File: src/rtl/core/mkd_pkg.sv
// Morse key decoder: shared types, constants and the letter code table.
// Used by mkd_code_table, morse_key_decoder_unit and the testbench; depends on nothing.
`default_nettype none

package mkd_pkg;

  // Code buffer and tick counter sizing
  localparam int MAX_SYMBOLS = 5;
  localparam int COUNT_WIDTH = 16;
  localparam int LEN_W       = $clog2(MAX_SYMBOLS + 1);
  localparam int SLOT_W      = $clog2(MAX_SYMBOLS);
  localparam int CMP_W       = (COUNT_WIDTH > 16) ? COUNT_WIDTH : 16;

  // Field widths of the register set and the result word
  localparam int MS_W     = 16;
  localparam int DEB_W    = 10;
  localparam int CFG_IDX_W = 2;
  localparam int LETTER_W = 7;
  localparam int OUT_LEN_W  = 3;
  localparam int OUT_BITS_W = 5;

  // Register indexes on the configuration port
  localparam logic [CFG_IDX_W-1:0] REG_DOT_LIMIT  = 2'd0;
  localparam logic [CFG_IDX_W-1:0] REG_LETTER_GAP = 2'd1;
  localparam logic [CFG_IDX_W-1:0] REG_INACTIVITY = 2'd2;
  localparam logic [CFG_IDX_W-1:0] REG_DEBOUNCE   = 2'd3;

  // Register values after reset
  localparam logic [MS_W-1:0]  DOT_LIMIT_RST  = 16'd250;
  localparam logic [MS_W-1:0]  LETTER_GAP_RST = 16'd1000;
  localparam logic [MS_W-1:0]  INACTIVITY_RST = 16'd5000;
  localparam logic [DEB_W-1:0] DEBOUNCE_RST   = 10'd50;

  localparam logic [COUNT_WIDTH-1:0] COUNT_MAX = {COUNT_WIDTH{1'b1}};

  typedef enum logic [1:0] {
    EV_SYMBOL   = 2'd0,
    EV_LETTER   = 2'd1,
    EV_INVALID  = 2'd2,
    EV_INACTIVE = 2'd3
  } event_kind_e;

  // Letters A..Z: symbol count and symbol bits (bit i is symbol i, 1 dash)
  localparam int NUM_LETTERS = 26;
  localparam logic [LETTER_W-1:0] ASCII_A = 7'h41;

  typedef logic [2:0] len_tab_t [NUM_LETTERS];
  typedef logic [3:0] bits_tab_t [NUM_LETTERS];

  localparam len_tab_t LETTER_LEN = '{
    3'd2, 3'd4, 3'd4, 3'd3, 3'd1, 3'd4, 3'd3, 3'd4, 3'd2, 3'd4, 3'd3, 3'd4, 3'd2,
    3'd2, 3'd3, 3'd4, 3'd4, 3'd3, 3'd3, 3'd1, 3'd3, 3'd4, 3'd3, 3'd4, 3'd4, 3'd4
  };
  localparam bits_tab_t LETTER_BITS = '{
    4'h2, 4'h1, 4'h5, 4'h1, 4'h0, 4'h4, 4'h3, 4'h0, 4'h0, 4'hE, 4'h5, 4'h2, 4'h3,
    4'h1, 4'h7, 4'h6, 4'hB, 4'h2, 4'h0, 4'h1, 4'h4, 4'h8, 4'h6, 4'h9, 4'hD, 4'h3
  };

  // Saturating tick counter increment
  function automatic logic [COUNT_WIDTH-1:0] sat_inc(input logic [COUNT_WIDTH-1:0] v);
    return (v == COUNT_MAX) ? COUNT_MAX : v + COUNT_WIDTH'(1);
  endfunction

endpackage

`default_nettype wire

File: src/rtl/core/mkd_code_table.sv
// Morse key decoder: letter lookup of a buffered code.
// Depends on mkd_pkg for the letter code table.
`default_nettype none

module mkd_code_table
  import mkd_pkg::*;
(
  input  wire logic [LEN_W-1:0]       code_len_i,
  input  wire logic [MAX_SYMBOLS-1:0] code_bits_i,
  output logic      [LETTER_W-1:0]    letter_o    // 0 when no letter matches
);

  // Codes are unique, so at most one entry matches; OR the hits together
  always_comb begin
    letter_o = '0;
    for (int i = 0; i < NUM_LETTERS; i++) begin
      if (LEN_W'(LETTER_LEN[i]) == code_len_i &&
          MAX_SYMBOLS'(LETTER_BITS[i]) == code_bits_i) begin
        letter_o = letter_o | (ASCII_A + LETTER_W'(i));
      end
    end
  end

endmodule

`default_nettype wire

File: src/rtl/core/morse_key_decoder_unit.sv
// Morse key decoder top level: input word register, per-tick decode step,
// result register. Depends on mkd_pkg and mkd_code_table.
//
// Usage:
//   Slave stream carries one word per millisecond tick: s_tdata_i[0] is the
//   sampled key level (1 pressed). Master stream carries at most one event
//   per input word: m_tuser_o is the event kind (symbol, letter, invalid
//   code, inactivity), m_tdata_o holds symbol, letter and the code buffer.
//   Configuration is a plain write port (cfg_we_i, cfg_idx_i, cfg_data_i);
//   write it only while the block is idle; the block does not enforce this.
// Timing:
//   A word is taken into the input register, runs through the decode step
//   and its event, if any, is loaded into the result register that drives
//   m_tvalid_o; a result waiting for m_tready_i holds the step back. One
//   word per cycle sustained while the result register is not stalled.
// Reset:
//   Asynchronous, active low; registers return to their default values,
//   the code buffer and all counters clear, both streams go empty.
// Stall:
//   While a result waits for m_tready_i, one further word is still taken
//   into the input register; the step then waits and s_tready_o drops.
`default_nettype none

module morse_key_decoder_unit
  import mkd_pkg::*;
(
  input  wire logic                 clk_i,
  input  wire logic                 rst_ni,

  // Configuration write port
  input  wire logic                 cfg_we_i,
  input  wire logic [CFG_IDX_W-1:0] cfg_idx_i,
  input  wire logic [MS_W-1:0]      cfg_data_i,

  // Slave stream
  input  wire logic                 s_tvalid_i,
  output logic                      s_tready_o,
  input  wire logic [7:0]           s_tdata_i,   // [0] key_level, [7:1] zero

  // Master stream
  output logic                      m_tvalid_o,
  input  wire logic                 m_tready_i,
  output logic      [15:0]          m_tdata_o,   // [0] symbol, [7:1] letter,
                                                 // [10:8] code_length, [15:11] code_bits
  output logic      [1:0]           m_tuser_o    // [1:0] event_kind
);

  // ---------------------------------------------------------------
  // Configuration registers
  logic [MS_W-1:0]  dot_limit_q, letter_gap_q, inactivity_q;
  logic [DEB_W-1:0] debounce_q;

  always_ff @(posedge clk_i or negedge rst_ni) begin
    if (!rst_ni) begin
      dot_limit_q  <= DOT_LIMIT_RST;
      letter_gap_q <= LETTER_GAP_RST;
      inactivity_q <= INACTIVITY_RST;
      debounce_q   <= DEBOUNCE_RST;
    end else if (cfg_we_i) begin
      unique case (cfg_idx_i)
        REG_DOT_LIMIT:  dot_limit_q  <= cfg_data_i;
        REG_LETTER_GAP: letter_gap_q <= cfg_data_i;
        REG_INACTIVITY: inactivity_q <= cfg_data_i;
        REG_DEBOUNCE:   debounce_q   <= cfg_data_i[DEB_W-1:0];
        default: ;
      endcase
    end
  end

  // ---------------------------------------------------------------
  // Handshake: input register feeds the step, step feeds result register
  logic in_valid_q, level_q;
  logic out_valid_q;
  logic step_fire, s_accept;

  assign step_fire  = in_valid_q && (!out_valid_q || m_tready_i);
  assign s_tready_o = !in_valid_q || step_fire;
  assign s_accept   = s_tvalid_i && s_tready_o;

  always_ff @(posedge clk_i or negedge rst_ni) begin
    if (!rst_ni) begin
      in_valid_q <= 1'b0;
    end else if (s_accept) begin
      in_valid_q <= 1'b1;
    end else if (step_fire) begin
      in_valid_q <= 1'b0;
    end
  end

  always_ff @(posedge clk_i) begin
    if (s_accept) begin
      level_q <= s_tdata_i[0];
    end
  end

  // ---------------------------------------------------------------
  // Decoder state
  logic                   key_down_q, key_down_d;
  logic [COUNT_WIDTH-1:0] press_q, press_d;
  logic [COUNT_WIDTH-1:0] idle_q, idle_d;
  logic [DEB_W-1:0]       hold_q, hold_d;
  logic [MAX_SYMBOLS-1:0] pattern_q, pattern_d;
  logic [LEN_W-1:0]       plen_q, plen_d;

  // Step outputs
  logic                   emit;
  event_kind_e            kind;
  logic                   sym;
  logic [LETTER_W-1:0]    letter, lut_letter;
  logic [LEN_W-1:0]       ev_len;
  logic [MAX_SYMBOLS-1:0] ev_bits;

  // Working values
  logic [COUNT_WIDTH-1:0] idle_inc;
  logic [SLOT_W-1:0]      slot;

  mkd_code_table u_code_table (
    .code_len_i  (plen_q),
    .code_bits_i (pattern_q),
    .letter_o    (lut_letter)
  );

  assign idle_inc = sat_inc(idle_q);

  // One tick of the decoder
  always_comb begin
    key_down_d = key_down_q;
    press_d    = press_q;
    idle_d     = idle_q;
    hold_d     = hold_q;
    pattern_d  = pattern_q;
    plen_d     = plen_q;
    emit       = 1'b0;
    kind       = EV_SYMBOL;
    sym        = 1'b0;
    letter     = '0;
    ev_len     = plen_q;
    ev_bits    = pattern_q;
    slot       = SLOT_W'(MAX_SYMBOLS - 1);

    priority if (key_down_q) begin
      if (level_q) begin
        press_d = sat_inc(press_q);
      end else begin
        // Release: record dot or dash, start the debounce hold
        sym = (CMP_W'(press_q) < CMP_W'(dot_limit_q)) ? 1'b0 : 1'b1;
        if (plen_q < LEN_W'(MAX_SYMBOLS)) begin
          slot   = plen_q[SLOT_W-1:0];
          plen_d = plen_q + LEN_W'(1);
        end
        pattern_d[slot] = sym;
        key_down_d = 1'b0;
        press_d    = '0;
        idle_d     = '0;
        hold_d     = debounce_q;
        emit       = 1'b1;
        kind       = EV_SYMBOL;
        ev_len     = plen_d;
        ev_bits    = pattern_d;
      end
    end else if (hold_q != '0) begin
      hold_d = hold_q - DEB_W'(1);
      idle_d = idle_inc;
    end else if (level_q) begin
      key_down_d = 1'b1;
      press_d    = COUNT_WIDTH'(1);
    end else begin
      idle_d = idle_inc;
      if (CMP_W'(idle_inc) > CMP_W'(letter_gap_q) && plen_q != '0) begin
        // Letter gap passed with code pending
        emit      = 1'b1;
        letter    = lut_letter;
        kind      = (lut_letter != '0) ? EV_LETTER : EV_INVALID;
        if (lut_letter != '0) begin
          idle_d = '0;
        end
        pattern_d = '0;
        plen_d    = '0;
      end else if (CMP_W'(idle_inc) > CMP_W'(inactivity_q)) begin
        emit      = 1'b1;
        kind      = EV_INACTIVE;
        pattern_d = '0;
        plen_d    = '0;
        idle_d    = '0;
      end
    end
  end

  always_ff @(posedge clk_i or negedge rst_ni) begin
    if (!rst_ni) begin
      key_down_q <= 1'b0;
      press_q    <= '0;
      idle_q     <= '0;
      hold_q     <= '0;
      pattern_q  <= '0;
      plen_q     <= '0;
    end else if (step_fire) begin
      key_down_q <= key_down_d;
      press_q    <= press_d;
      idle_q     <= idle_d;
      hold_q     <= hold_d;
      pattern_q  <= pattern_d;
      plen_q     <= plen_d;
    end
  end

  // ---------------------------------------------------------------
  // Result register
  event_kind_e            out_kind_q;
  logic                   out_sym_q;
  logic [LETTER_W-1:0]    out_letter_q;
  logic [LEN_W-1:0]       out_len_q;
  logic [MAX_SYMBOLS-1:0] out_bits_q;

  always_ff @(posedge clk_i or negedge rst_ni) begin
    if (!rst_ni) begin
      out_valid_q <= 1'b0;
    end else if (step_fire) begin
      out_valid_q <= emit;
    end else if (m_tready_i) begin
      out_valid_q <= 1'b0;
    end
  end

  always_ff @(posedge clk_i) begin
    if (step_fire && emit) begin
      out_kind_q   <= kind;
      out_sym_q    <= sym;
      out_letter_q <= letter;
      out_len_q    <= ev_len;
      out_bits_q   <= ev_bits;
    end
  end

  assign m_tvalid_o = out_valid_q;
  assign m_tuser_o  = out_kind_q;
  assign m_tdata_o  = {OUT_BITS_W'(out_bits_q), OUT_LEN_W'(out_len_q), out_letter_q, out_sym_q};

  // ---------------------------------------------------------------
  // Assertions
  a_len_bound: assert property (@(posedge clk_i) disable iff (!rst_ni)
    plen_q <= LEN_W'(MAX_SYMBOLS))
    else $error("code length above buffer size");

  a_hold_key_up: assert property (@(posedge clk_i) disable iff (!rst_ni)
    (hold_q != '0) |-> !key_down_q)
    else $error("debounce hold while key is down");

  a_pattern_clean: assert property (@(posedge clk_i) disable iff (!rst_ni)
    (pattern_q >> plen_q) == '0)
    else $error("code bits set beyond code length");

  a_letter_kind: assert property (@(posedge clk_i) disable iff (!rst_ni)
    (m_tvalid_o && out_kind_q == EV_LETTER) |-> (out_letter_q >= ASCII_A))
    else $error("letter event without a letter");

  a_no_step_stalled: assert property (@(posedge clk_i) disable iff (!rst_ni)
    (out_valid_q && !m_tready_i) |-> !step_fire)
    else $error("decode step overran a pending result");

endmodule

`default_nettype wire

File: config.mk
export PLATFORM = sky130hd
export DESIGN_NAME = morse_key_decoder_unit
export DESIGN_NICKNAME = d
export VERILOG_FILES = /design/src/rtl/core/mkd_pkg.sv /design/src/rtl/core/mkd_code_table.sv /design/src/rtl/core/morse_key_decoder_unit.sv
export SDC_FILE = /design/constraint.sdc
export NUM_CORES = 1
export LEC_CHECK = 0
export BUFFER_PORTS_ARGS = -buffer_cell sky130_fd_sc_hd__buf_4
export CORE_ASPECT_RATIO = 0.7
export CORE_MARGIN = 8
export CORE_UTILIZATION = 45
export CTS_BUF_LIST = sky130_fd_sc_hd__clkbuf_8
export CTS_CLUSTER_SIZE = 20
export DETAILED_ROUTE_END_ITERATION = 10
export HOLD_SLACK_MARGIN = 0.15
export PLACE_DENSITY_LB_ADDON = 0.05
export SYNTH_ARGS = -nofsm -noshare
export SYNTH_HDL_FRONTEND = slang
export SYNTH_SLANG_ARGS = --single-unit
File: constraint.sdc
create_clock -name clk_i -period 4.4 [get_ports clk_i]
set_clock_uncertainty 0.05 [all_clocks]
set_input_delay 0.22 -clock clk_i [delete_from_list [all_inputs] [get_ports clk_i]]
set_output_delay 0.22 -clock clk_i [all_outputs]
set_load 0.01 [all_outputs]
# Word level (Yosys, flattened, before mapping)
# Cells that the tools add are included.
word_totals:
  register_bits: 130
  latch_bits: 0
  ramBits: 0
  mem_bits_ro: 0
  out_inout_bits: 20
  wordCells: 287
  memories: 0
op_classes:
  n_addsub: 4
  mul: 0
  div_mod_pow: 0
  magnitude_cmp: 6
  eq_ne: 29
  shift: 0
  n_mux: 176
  bitwise_logic: 0
  reduce_logical: 54
op_table:
  columns: ["op", "count"]
  rows:
  - ["$mux 16", 38]
  - ["$mux 7", 35]
  - ["$mux 5", 18]
  - ["$mux 3", 24]
  - ["$mux 10", 7]
  - ["$mux 1", 35]
  - ["$mux 2", 17]
  - ["$add 16x1->16 const B", 2]
  - ["$eq 16x16->1 const B", 2]
  - ["$gt 16x16->1", 2]
  - ["$logic_and 1x1->1", 31]
  - ["$eq 4x5->1 const A", 5]
  - ["$eq 3x5->1 const A", 4]
  - ["$lt 16x16->1", 1]
  - ["$ne 2x1->1 const B", 6]
  - ["$eq 2x5->1 const A", 2]
  - ["$reduce_bool 10->1", 1]
  - ["$sub 10x1->10 const B", 1]
  - ["$reduce_and 3->1", 3]
  - ["$reduce_and 2->1", 4]
  - ["$reduce_and 4->1", 2]
  - ["$reduce_bool 2->1", 4]
  - ["$reduce_bool 7->1", 1]
  - ["$eq 2x3->1 const A", 2]
  - ["17 further kinds", 22]

# Longest topological paths before layout
# Gate-level depths: netlist of run 1.
logic_depth:
  ltp_word: 44
  mapped_depth: 18
  mapped_depth_nobuf: 16

# Hierarchy
# A second synthesis of run 1 with hierarchy kept.
unflattened:
  hier_cells: 870
  area_unflattened_um2: 8132.8
by_module_without_submodules:
  columns: ["module", "instances", "cells_each", "area_each_um2"]
  rows:
  - ["morse_key_decoder_unit", 1, 775, 7502.2]
  - ["mkd_code_table", 1, 95, 630.6]

# Worst setup path before layout of run 1
# OpenSTA, ideal clock, no wires.
synth_path:
  path_type: "flip-flop to flip-flop"
  start: "register idle_q[0]"
  end: "register out_kind_q[0], in the netlist m_tuser_o[0], enable pin"
  setup_ns: 0.400
  t_arrival_ns: 4.089
  setup_slack_ns: -0.140
  stages_incl_launch_ff: 15
  n_path_buf: 3
  period_less_slack_ns: 4.540
  path_cell_list: "dfrtp_1 > ha_1 > and4_1 > nand4_1 > or3_1 > clkbuf_1 > clkbuf_1 > clkbuf_1 > o21ai_0 > ha_1 > nand4_1 > a2111oi_0 > or4_1 > a32oi_1 > a21boi_1"
synth_via:
  elab_chain_len: 19
synth_lines:
  columns: ["item", "line_no", "source"]
  rows:
  - ["from (decl)", "morse_key_decoder_unit.sv:100", "logic [COUNT_WIDTH-1:0] idle_q, idle_d;"]
  - ["from (signal assigned)", "morse_key_decoder_unit.sv:200", "idle_q <= idle_d;"]
  - ["$add 16x1->16 / $eq 16x16->1 (equally long branches)", "mkd_pkg.sv:61", "return (v == COUNT_MAX) ? COUNT_MAX : v + COUNT_WIDTH'(1);"]
  - ["$mux 16 (*)", "mkd_pkg.sv:61", null]
  - ["$gt 16x16->1", "morse_key_decoder_unit.sv:179", "end else if (CMP_W'(idle_inc) > CMP_W'(inactivity_q)) begin"]
  - ["$mux 1", "morse_key_decoder_unit.sv:179", null]
  - ["$mux 1", "morse_key_decoder_unit.sv:169", "if (CMP_W'(idle_inc) > CMP_W'(letter_gap_q) && plen_q != '0) begin"]
  - ["$mux 1", "morse_key_decoder_unit.sv:164", "end else if (level_q) begin"]
  - ["$mux 1", "morse_key_decoder_unit.sv:161", "end else if (hold_q != '0) begin"]
  - ["$mux 1", "morse_key_decoder_unit.sv:141", "priority if (key_down_q) begin"]
  - ["(+2 left out)", null, null]
  - ["$mux 1 (*)", "morse_key_decoder_unit.sv:161", null]
  - ["$mux 1 (*)", "morse_key_decoder_unit.sv:141", null]
  - ["$mux 1 (*)", "morse_key_decoder_unit.sv:164", null]
  - ["$mux 1 (*)", "morse_key_decoder_unit.sv:161", null]
  - ["$mux 1 (*)", "morse_key_decoder_unit.sv:141", null]
  - ["$mux 1 (*)", "morse_key_decoder_unit.sv:161", null]
  - ["$mux 1 (*) (2 in a row)", "morse_key_decoder_unit.sv:141", null]
  - ["$logic_and 1x1->1 (*)", "morse_key_decoder_unit.sv:226", "if (step_fire && emit) begin"]
  - ["to (signal assigned)", "morse_key_decoder_unit.sv:227", "out_kind_q <= kind;"]
  - ["to (decl)", "morse_key_decoder_unit.sv:209", "event_kind_e out_kind_q;"]
# Mark *: on every way between the ends. The rest lies on a longest branch, timed or not. The select of a mux whose other input is x is not followed.
# A chain may end at the register's enable or synchronous reset.

# Final worst setup path of run 1
layout_path:
  start: "register idle_q[2]"
  end: "register idle_q[11]"
layout_via:
  elab_chain_len: 18
layout_lines:
  columns: ["item", "line_no"]
  rows:
  - ["$add 16x1->16 / $eq 16x16->1 (equally long branches)", "mkd_pkg.sv:61"]
  - ["$mux 16 (*)", "mkd_pkg.sv:61"]
  - ["$gt 16x16->1", "morse_key_decoder_unit.sv:179"]
  - ["$mux 16", "morse_key_decoder_unit.sv:179"]
  - ["$mux 16", "morse_key_decoder_unit.sv:169"]
  - ["$mux 16", "morse_key_decoder_unit.sv:164"]
  - ["$mux 16", "morse_key_decoder_unit.sv:161"]
  - ["$mux 16", "morse_key_decoder_unit.sv:141"]
  - ["$mux 16", "morse_key_decoder_unit.sv:169"]
  - ["$mux 16", "morse_key_decoder_unit.sv:164"]
  - ["$mux 16", "morse_key_decoder_unit.sv:161"]
  - ["$mux 16", "morse_key_decoder_unit.sv:141"]
  - ["$mux 16", "morse_key_decoder_unit.sv:164"]
  - ["$mux 16", "morse_key_decoder_unit.sv:161"]
  - ["$mux 16", "morse_key_decoder_unit.sv:141"]
  - ["$mux 16 (*)", "morse_key_decoder_unit.sv:161"]
  - ["$mux 16 (*) (2 in a row)", "morse_key_decoder_unit.sv:141"]
# Marks and branches as above.

==> metrics.cfg, run 1 <==
[clocking]
clk_pin_slew_ps=80
root_buffer=clkbuf_8
clkLatencyLatePin_ps=440
clock_path_buffers=2
cts_sinks=129
post_cts_buffers=0
cts_buffers=17
tritoncts=done
htree_num_levels=4

[hold_path]
hold_class=in2reg

[setup_path]
cp_max_fo=16
crit_chain=and4_1, nand4_1, or2_2, nor2_1, and3_1, and3_1, nor2_1, ha_1, nand4_1, nor2_1, a22o_1, or4_1, a32oi_2, nor2b_2, buf_12, o41ai_2
arrival_ps=4460
worstSetupPathType=reg2reg
cpPeakStageDelay_ps=490
crit_path_end=idle_q[11]
crit_path_end_kind=flop
crit_top_cell=nor2_1
r2r_end=idle_q[11]
startpoint=idle_q[2]
critical_path_required_ps=4700
crit_slowest_cell=dfrtp_1
rrSetupSlack_ps=240
rr_worst_depth=16
r2r-start=idle_q[2]
worstSetupStartpointType=flop

[yosys]
ys_ff_latch=129
syn-cell-area_sq_mm=0.00783
synthCells=837
yosysUniqueCellTypes=70
synthFlopType=dfrtp_1
synth_top_area_share_pct=29.1
synth_edf_count=18
ys_warn_count=0
async_flop_share_pct=86.0
synth_area_leaders=dfrtp_1 29%, ha_1 8.9%, edfxtp_1 6.9%
syn_avg_cell_area_sq_um=9.36
yosysTopAreaCell=dfrtp_1
ys_seq_area_share_pct=42.7
synth_most_common_cell=dfrtp_1
syn-num-nets=924
yosys-top-cells-count=91 x dfrtp_1, 87 x nand2_1, 68 x o21ai_0

[drt]
via_per_inst=5.74
drtPass1Iterations=5
drt_wl_total_microns=20100
drtAntennaViolNets=0
drtIter0Drc=467
wl_per_cell_microns=17.6
drc=0
via_count=6569

[grt]
first_global_vias=6346
grt_overflow=0
grt_start_max_net_pins=75
grt_use_total_pct=18.8
antenna_found_initial=0
grt_pass1_wl_microns=33600

[sta]
fin_crit_ps=4160
drv_slew=0
fmax_ghz=0.240
hold_viol=0
fin_crit_sh_pct=94.5
slew-limit-headroom_pct=27.5
layout_setup_ws_ps=241
rsz0062_at_grt=no
worst_pin_slew_ps=1080
setup-tns-final_ps=0
setup_viol=0

[floorplanning]
die_h_microns=126
die_area_sq_mm=0.0220
die_x_microns=174
io_pins=51
design.core.area_sq_mm=0.0171
start_util_pct=45.8
num_rows=40

[placed_design]
dp_slack_ps=214
place_hpwl_microns=14500
io_buffers=42
place_area_sq_mm=0.00846
place.gp.congestion=0.870

[power_and_ir_drop]
p_total_uw=3990
p_leak_uw=0.00398
power.density_mw_per_mm2=435
ir_drop_uv=210

[final_layout]
utilization_pct=53.5
multiInputGateArea_sq_mm=0.00411
regArea_sq_mm=0.00334
n_fill_cell=1543
antennaDiodeCount=0
stdcell_area_sq_mm=0.00916
areaGrowthSynthToFinish_pct=16.9
nNetsFinal=987
drive_gt1_share_pct=19.4

[run_status]
status=completed

[flow_run]
max_cap_violations=0

-- registers in the layout, indices dropped and copies added, names as in the netlist, 6 cells and up --
signal	cells
letter_gap_q	16
out_letter_q	6
hold_q	10
press_q	16
inactivity_q	16
debounce_q	10
dot_limit_q	16
idle_q	16
-- kinds of logic (layout without fill, tap and decap cells) --
group,count (synthesis),after routing,synth area share (%)
AOI/OAI and AO/OA,235,235,19.0
xor gates and xnor gates,9,9,1.01
adders and majority gates,56,56,8.95
buffers and inverters,101,177,5.19
DFF,129,129,42.7
muxes,44,44,6.33
other,1,1,0.0479
and+or+nand+nor,262,262,16.8
-- how the worst min path moves through the flow --
stage / endpoint / depth (start not counted) / start
after global routing: dot_limit_q[7] / 5 / cfg_idx_i[0]
after floorplan: debounce_q[0] / 0 / rst_ni
after CTS: dot_limit_q[4] / 5 / cfg_idx_i[0]
after global placement: level_q / 1 / s_tdata_i[0]
final: dot_limit_q[4] / 5 / cfg_idx_i[0]
after detailed placement: level_q / 1 / s_tdata_i[0]
-- cell type report --
cell class              instances  share of cell area [%]
repair buffers                 84                    7.87
clock buffers                  18                    2.71
well taps                     231                    3.16
flip-flops and latches        129                    36.5
multi-input cells             607                    44.9
clock inverters                14                    2.32
inverters                      61                    2.50
-- power by group --
part | internal (uW) | leakage, uW | switching (uW)
Combinational | 489 | 0.00226 | 625
Clock | 689 | 0.000232 | 499
Sequential | 1450 | 0.00149 | 233
Total | 2630 | 0.00398 | 1360
-- per-stage QoR --
step           std cells  hold slack (ps)
6_report            1144              240
2_1_floorplan        837             -126
3_5_place_dp        1091              354
3_3_place_gp        1091              350
5_1_grt             1144              251
4_1_cts             1144              212
-- what timing repair did --
action | 4_1_cts | 5_1_grt
hold buffers | 21 | 0
gates resized for setup | 0 | 5
endpoints found under the setup margin | 0 | 20
hold endpoints to repair | 121 | 0
-- cell usage in the layout (no fill, tap or decap), drive strengths merged, types with 4 or more instances in the layout --
master	instances
nor3	16
buf	63
o31ai	7
clkbuf	18
mux2	44
xor2	4
nor2	43
nand3b	4
a22o	10
nor4	7
clkinv	9
bufinv	5
o21ai	78
and3	7
nor3b	5
o22ai	6
xnor2	5
a31oi	13
dfstp	20
a21oi	58
edfxtp	18
a41oi	4
ha	56
inv	60
nand2	88
nand2b	10
nor2b	9
or3	7
and2	10
o211ai	7
nand4	17
dfrtp	91
or4	5
a22oi	8
a21o	8
dlygate4sd3	21
nand3	25
a31o	5
o41ai	7
-- per-layer routing --
metal,vias up,wire length (microns),share of wire [%],global-route usage [%]
met3,16,826,4.1,3.82
met5,-,0,0,0
met2,157,8490,42,27.2
li1,3182,-,-,-
met4,0,211,1.0,4.86
met1,3214,10600,53,27.9
-- worst max-delay path, delay by kind of cell (launching register included) --
family	cells	cell delay, ps
compound gates	3	760
fa+ha+maj	1	320
simple gates	11	2290
buf+inv	1	160
flops	1	490
Note: power is estimated with default switching activity, not from simulation.
==> run 2: changes to the inputs <==
--- a/config.mk
+++ b/config.mk
@@ -7,8 +7,8 @@
 export LEC_CHECK = 0
 export BUFFER_PORTS_ARGS = -buffer_cell sky130_fd_sc_hd__buf_4
 export CORE_ASPECT_RATIO = 0.7
-export CORE_MARGIN = 8
-export CORE_UTILIZATION = 45
+export CORE_MARGIN = 3
+export CORE_UTILIZATION = 57
 export CTS_BUF_LIST = sky130_fd_sc_hd__clkbuf_8
 export CTS_CLUSTER_SIZE = 20
 export DETAILED_ROUTE_END_ITERATION = 10
==> metrics.cfg, run 2 (synthesis gave the netlist of run 1 again) <==
[floorplanning]
die_area_sq_mm=0.0152
start_util_pct=58.8
die_x_microns=146
die_h_microns=104
num_rows=35
io_pins=51
design.core.area_sq_mm=0.0133

[sta]
hold_slack_ps=258
fin_crit_ps=4140
hold_viol=0
slew-limit-headroom_pct=31.1
worst_pin_slew_ps=1030
drv_slew=0
setup_viol=0
fmax_ghz=0.242
fin_crit_sh_pct=94.0
rsz0062_at_grt=no
setup-tns-final_ps=0

[power_and_ir_drop]
power.density_mw_per_mm2=421
power.internal_uw=2400
seqPwrFrac_pct=44.8
p_sw_share_pct=36.4
ir_drop_uv=229
p_leak_uw=0.00393
clkPwrFrac_pct=26.8
p_total_uw=3780
p_sw_uw=1380
power_frac_comb_pct=28.4

[drt]
wl_per_cell_microns=17.8
drc=0
drtAntennaViolNets=0
drtPass1Iterations=5
drtIter0Drc=480
via_per_inst=6.11
drt_wl_total_microns=19500
via_count=6691

[clocking]
clkLatencyLatePin_ps=440
cts_buffers=17
clock_path_buffers=2
htree_num_levels=4
root_buffer=clkbuf_8
clk_pin_slew_ps=100
cts_sinks=129
tritoncts=done

[setup_path]
rr_worst_depth=16
critical_path_required_ps=4690
cpPeakStageDelay_ps=470
crit_path_end_kind=flop
arrival_ps=4430
crit_path_end=idle_q[11]
crit_slowest_cell=or4_1
r2r-start=idle_q[3]
startpoint=idle_q[3]
crit_chain=and4_1, nand4_1, or2_2, nor2_1, and3_1, and3_1, nor2_1, ha_1, nand4_1, nor2_1, a22o_1, or4_1, a32oi_2, nor2b_1, buf_4, o41ai_2
crit_top_cell=nor2_1
r2r_end=idle_q[11]
worstSetupPathType=reg2reg
rrSetupSlack_ps=260
cp_max_fo=12
worstSetupStartpointType=flop

[final_layout]
antennaDiodeCount=0
drive_gt1_share_pct=19.0
mostFrequentLayoutCell=dfrtp_1
layout_common_cells=90 x dfrtp_1, 87 x nand2_1, 68 x o21ai_0
areaGrowthSynthToFinish_pct=14.7
nNetsFinal=984

[grt]
grt_start_max_net_pins=76
grt_pass1_wl_microns=33000
antenna_found_initial=0
first_global_vias=6630
grt_overflow=0
grt_use_total_pct=26.6

[flow_run]
max_cap_violations=0

[placed_design]
place.gp.congestion=0.922
io_buffers=42
place_hpwl_microns=13900

[hold_path]
hold_class=in2reg

[run_status]
status=completed

==> run 2: cell types whose count changed in the layout (fill, tap and decap cells not counted), sizes merged <==
cell / before / now
inv: 60 / 68
clkinv: 9 / 5
bufinv: 5 / 1
buf: 63 / 60
==> run 2: layout make-up <==
cell class | instances | area (sq um)
Fill cell | 1058 | 4330
Multi-Input combinational cell | 607 | 4110
Sequential cell | 129 | 3340
Timing Repair Buffer | 81 | 686
Clock buffer | 18 | 248
Tap cell | 185 | 231
Inverter | 61 | 229
Clock inverter | 14 | 143
==> run 2: repair_timing <==
item                                   4_1_cts  5_1_grt
endpoints found under the hold margin      125        0
setup buffers                                0        0
gates resized for setup                      0        3
setup endpoints to repair                    0       12
hold buffers                                21        0
==> run 2: per-layer routing <==
| metal | wire [microns] | up-vias | track usage (%) |
|---|---|---|---|
| li1 | - | 3170 | - |
| met1 | 9440 | 3255 | 39.9 |
| met2 | 8450 | 231 | 39.5 |
| met3 | 1320 | 35 | 5.66 |
| met4 | 264 | 0 | 6.51 |
| met5 | 0 | - | 0 |
==> run 2: worst min path at each step <==
stage / startpoint / endpoint / slack, ps / cells past startpoint
floorplan: rst_ni / debounce_q[0] / -130 / 0
CTS: cfg_idx_i[1] / dot_limit_q[7] / 240 / 5
detailed placement: s_tdata_i[0] / level_q / 350 / 1
global placement: s_tdata_i[0] / level_q / 350 / 1
global route: cfg_idx_i[1] / dot_limit_q[7] / 280 / 5
finish: cfg_idx_i[1] / dot_limit_q[7] / 260 / 5
==> run 2: power by group through the flow <==
stage	Clock (uW)	Sequential [uW]	Combinational, uW
global placement	0	1700	986
floorplan	0	1600	817
detailed placement	0	1710	1030
global route	1090	1730	1220
finish	1010	1690	1070
CTS	1030	1690	1060
==> run 2: metrics by stage <==
step	std cells	setup slack [ps]	instance area (sq um)	utilization, %
after global placement	1042	314	8370	62.9
after floorplan	837	248	7840	-
after detailed placement	1042	257	8370	62.9
after CTS	1095	219	8970	67.4
after global routing	1095	7.78	8990	67.5
final	1095	262	8990	67.5
==> run 2: worst max-delay path, delay by kind of cell, from the launching register on <==
family	cells	cell delay [ps]
buffers and inverters	1	190
adder cells (fa/ha/maj)	1	310
flip-flops	1	450
AO/OA/AOI/OAI	3	760
AND/OR/NAND/NOR	11	2280
==> run 3: changes to the inputs <==
--- a/config.mk
+++ b/config.mk
@@ -8,8 +8,8 @@
 export BUFFER_PORTS_ARGS = -buffer_cell sky130_fd_sc_hd__buf_4
 export CORE_ASPECT_RATIO = 0.7
 export CORE_MARGIN = 3
-export CORE_UTILIZATION = 57
-export CTS_BUF_LIST = sky130_fd_sc_hd__clkbuf_8
+export CORE_UTILIZATION = 56
+export CTS_BUF_LIST = sky130_fd_sc_hd__clkbuf_16
 export CTS_CLUSTER_SIZE = 20
 export DETAILED_ROUTE_END_ITERATION = 10
 export HOLD_SLACK_MARGIN = 0.15
==> metrics.cfg, run 3 (synthesis gave the netlist of run 1 again) <==
[grt]
grt_overflow=0
antenna_found_initial=0
grt_use_total_pct=26.9
first_global_vias=6479
grt_pass1_wl_microns=33100
grt_start_max_net_pins=76

[clocking]
htree_num_levels=4
root_buffer=clkbuf_16
clkLatencyLatePin_ps=420
cts_buffers=17
clk_pin_slew_ps=60
tritoncts=done
clock_path_buffers=2
cts_sinks=129

[setup_path]
worstSetupPathType=reg2reg
cp_num_buf_inv=3
critical_path_required_ps=4650
worst_path_dominant_cell_family=simple AND/OR/NAND/NOR gates
r2r_end=m_tvalid_o
rrSetupSlack_ps=210
crit_chain=ha_1, and4_1, nand4_1, buf_4, nor2_1, nand3_1, nor3_1, a21oi_1, buf_4, ha_1, a21oi_1, nand2_1, a22o_1, or4_1, a32oi_2, a21boi_2, buf_12, or2_1
rr_worst_depth=18
arrival_ps=4440
crit_slowest_cell=or4_1
startpoint=idle_q[0]
r2r-start=idle_q[0]
cp.depth=18
crit_path_end_kind=flop
worstSetupStartpointType=flop
cp_max_fo=20
crit_path_end=m_tvalid_o
cpPeakStageDelay_ps=460

[sta]
slew-limit-headroom_pct=27.5
rsz0062_at_grt=no
fin_crit_ps=4190
fin_crit_sh_pct=95.1
fmax_ghz=0.239
worst_pin_slew_ps=1080
setup_viol=0
drv_slew=0
setup-tns-final_ps=0
hold_viol=0

[floorplanning]
num_rows=35
start_util_pct=58.5
die_area_sq_mm=0.0155
die_x_microns=147
design.core.area_sq_mm=0.0134
die_h_microns=105
io_pins=51

[final_layout]
layout.cells.non_filler=1116
antennaDiodeCount=0
mostFrequentLayoutCell=dfrtp_1
drive_gt1_share_pct=20.7
areaGrowthSynthToFinish_pct=19.6
nNetsFinal=1005
layout_common_cells=90 x dfrtp_1, 87 x nand2_1, 80 x buf_4
stdcell_area_sq_mm=0.00937

[placed_design]
place.gp.congestion=0.926
dp.cells=1063
io_buffers=42
place_area_sq_mm=0.00852
place_hpwl_microns=14700

[drt]
drc=0
wl_per_cell_microns=18.4
drtIter0Drc=548
drt_wl_total_microns=20500
via_count=6819
drtAntennaViolNets=0
via_per_inst=6.11
drtPass1Iterations=5

[power_and_ir_drop]
power.density_mw_per_mm2=461
p_sw_uw=1430
p_leak_uw=0.00414
ir_drop_uv=283
p_total_uw=4310
seqPwrFrac_pct=39.2
p_sw_share_pct=33.2
power.internal_uw=2880
power_frac_comb_pct=26.2
clkPwrFrac_pct=34.6

[flow_run]
max_cap_violations=0

[hold_path]
hold_class=in2reg

[run_status]
status=completed

## run 3: changes by cell type in the layout (fill, tap and decap cells not counted), sizes merged
cell,before,now
buf,60,81
inv,68,65
bufinv,1,3
clkinv,5,6
## run 3: routing by layer
metal | track usage [%] | part of all wire, % | routed length (microns) | vias to the layer above
met5 | 0 | 0 | 0 | -
met4 | 6.18 | 1.2 | 246 | 0
met3 | 4.68 | 7.3 | 1490 | 25
met2 | 40.0 | 44 | 8990 | 258
met1 | 41.2 | 48 | 9770 | 3317
li1 | - | - | - | 3219
## run 3: what timing repair did
item,4_1_cts,5_1_grt
endpoints found under the hold margin,127,0
gates cloned,0,0
setup endpoints to repair,7,16
hold buffers,21,0
gates resized for setup,1,3
setup buffers,0,0
## run 3: power groups by stage
stage | clock [uW] | combinational (uW) | sequential [uW]
after global routing | 1570 | 1270 | 1730
after global placement | 0 | 1020 | 1690
final | 1490 | 1130 | 1690
after floorplan | 0 | 817 | 1600
after detailed placement | 0 | 1080 | 1700
after CTS | 1510 | 1110 | 1680
## run 3: worst reg2reg max path, delay by kind of cell (launching register included)
kind | cells | cell delay, ps
buf+inv | 3 | 500
simple gates | 8 | 1720
flops | 1 | 360
compound gates | 5 | 940
fa+ha+maj | 2 | 490
## run 3: layout make-up
class                   instances  area, sq um
clock buffers                  18          450
clock inverters                14          174
fillers                      1010         4030
inverters                      61          229
multi-input cells             607         4110
flip-flops and latches        129         3340
well taps                     185          231
repair buffers                102          831
## run 3: worst min-delay path by stage
stage / slack [ps] / cells after the start / startpoint / to
final: 290 / 5 / cfg_idx_i[0] / dot_limit_q[6]
after global routing: 300 / 5 / cfg_idx_i[1] / dot_limit_q[7]
after CTS: 260 / 5 / cfg_idx_i[0] / dot_limit_q[5]
after detailed placement: 350 / 1 / s_tdata_i[0] / level_q
after global placement: 350 / 1 / s_tdata_i[0] / level_q
after floorplan: -130 / 0 / rst_ni / debounce_q[0]
## run 3: per-stage QoR
stage | util, % | hold WS, ps | setup WS (ps)
after floorplan | - | -126 | 248
after global placement | 63.5 | 349 | 136
after detailed placement | 63.5 | 353 | 28.6
after CTS | 69.8 | 262 | 169
after global routing | 69.9 | 302 | 16.7
final | 69.9 | 286 | 215
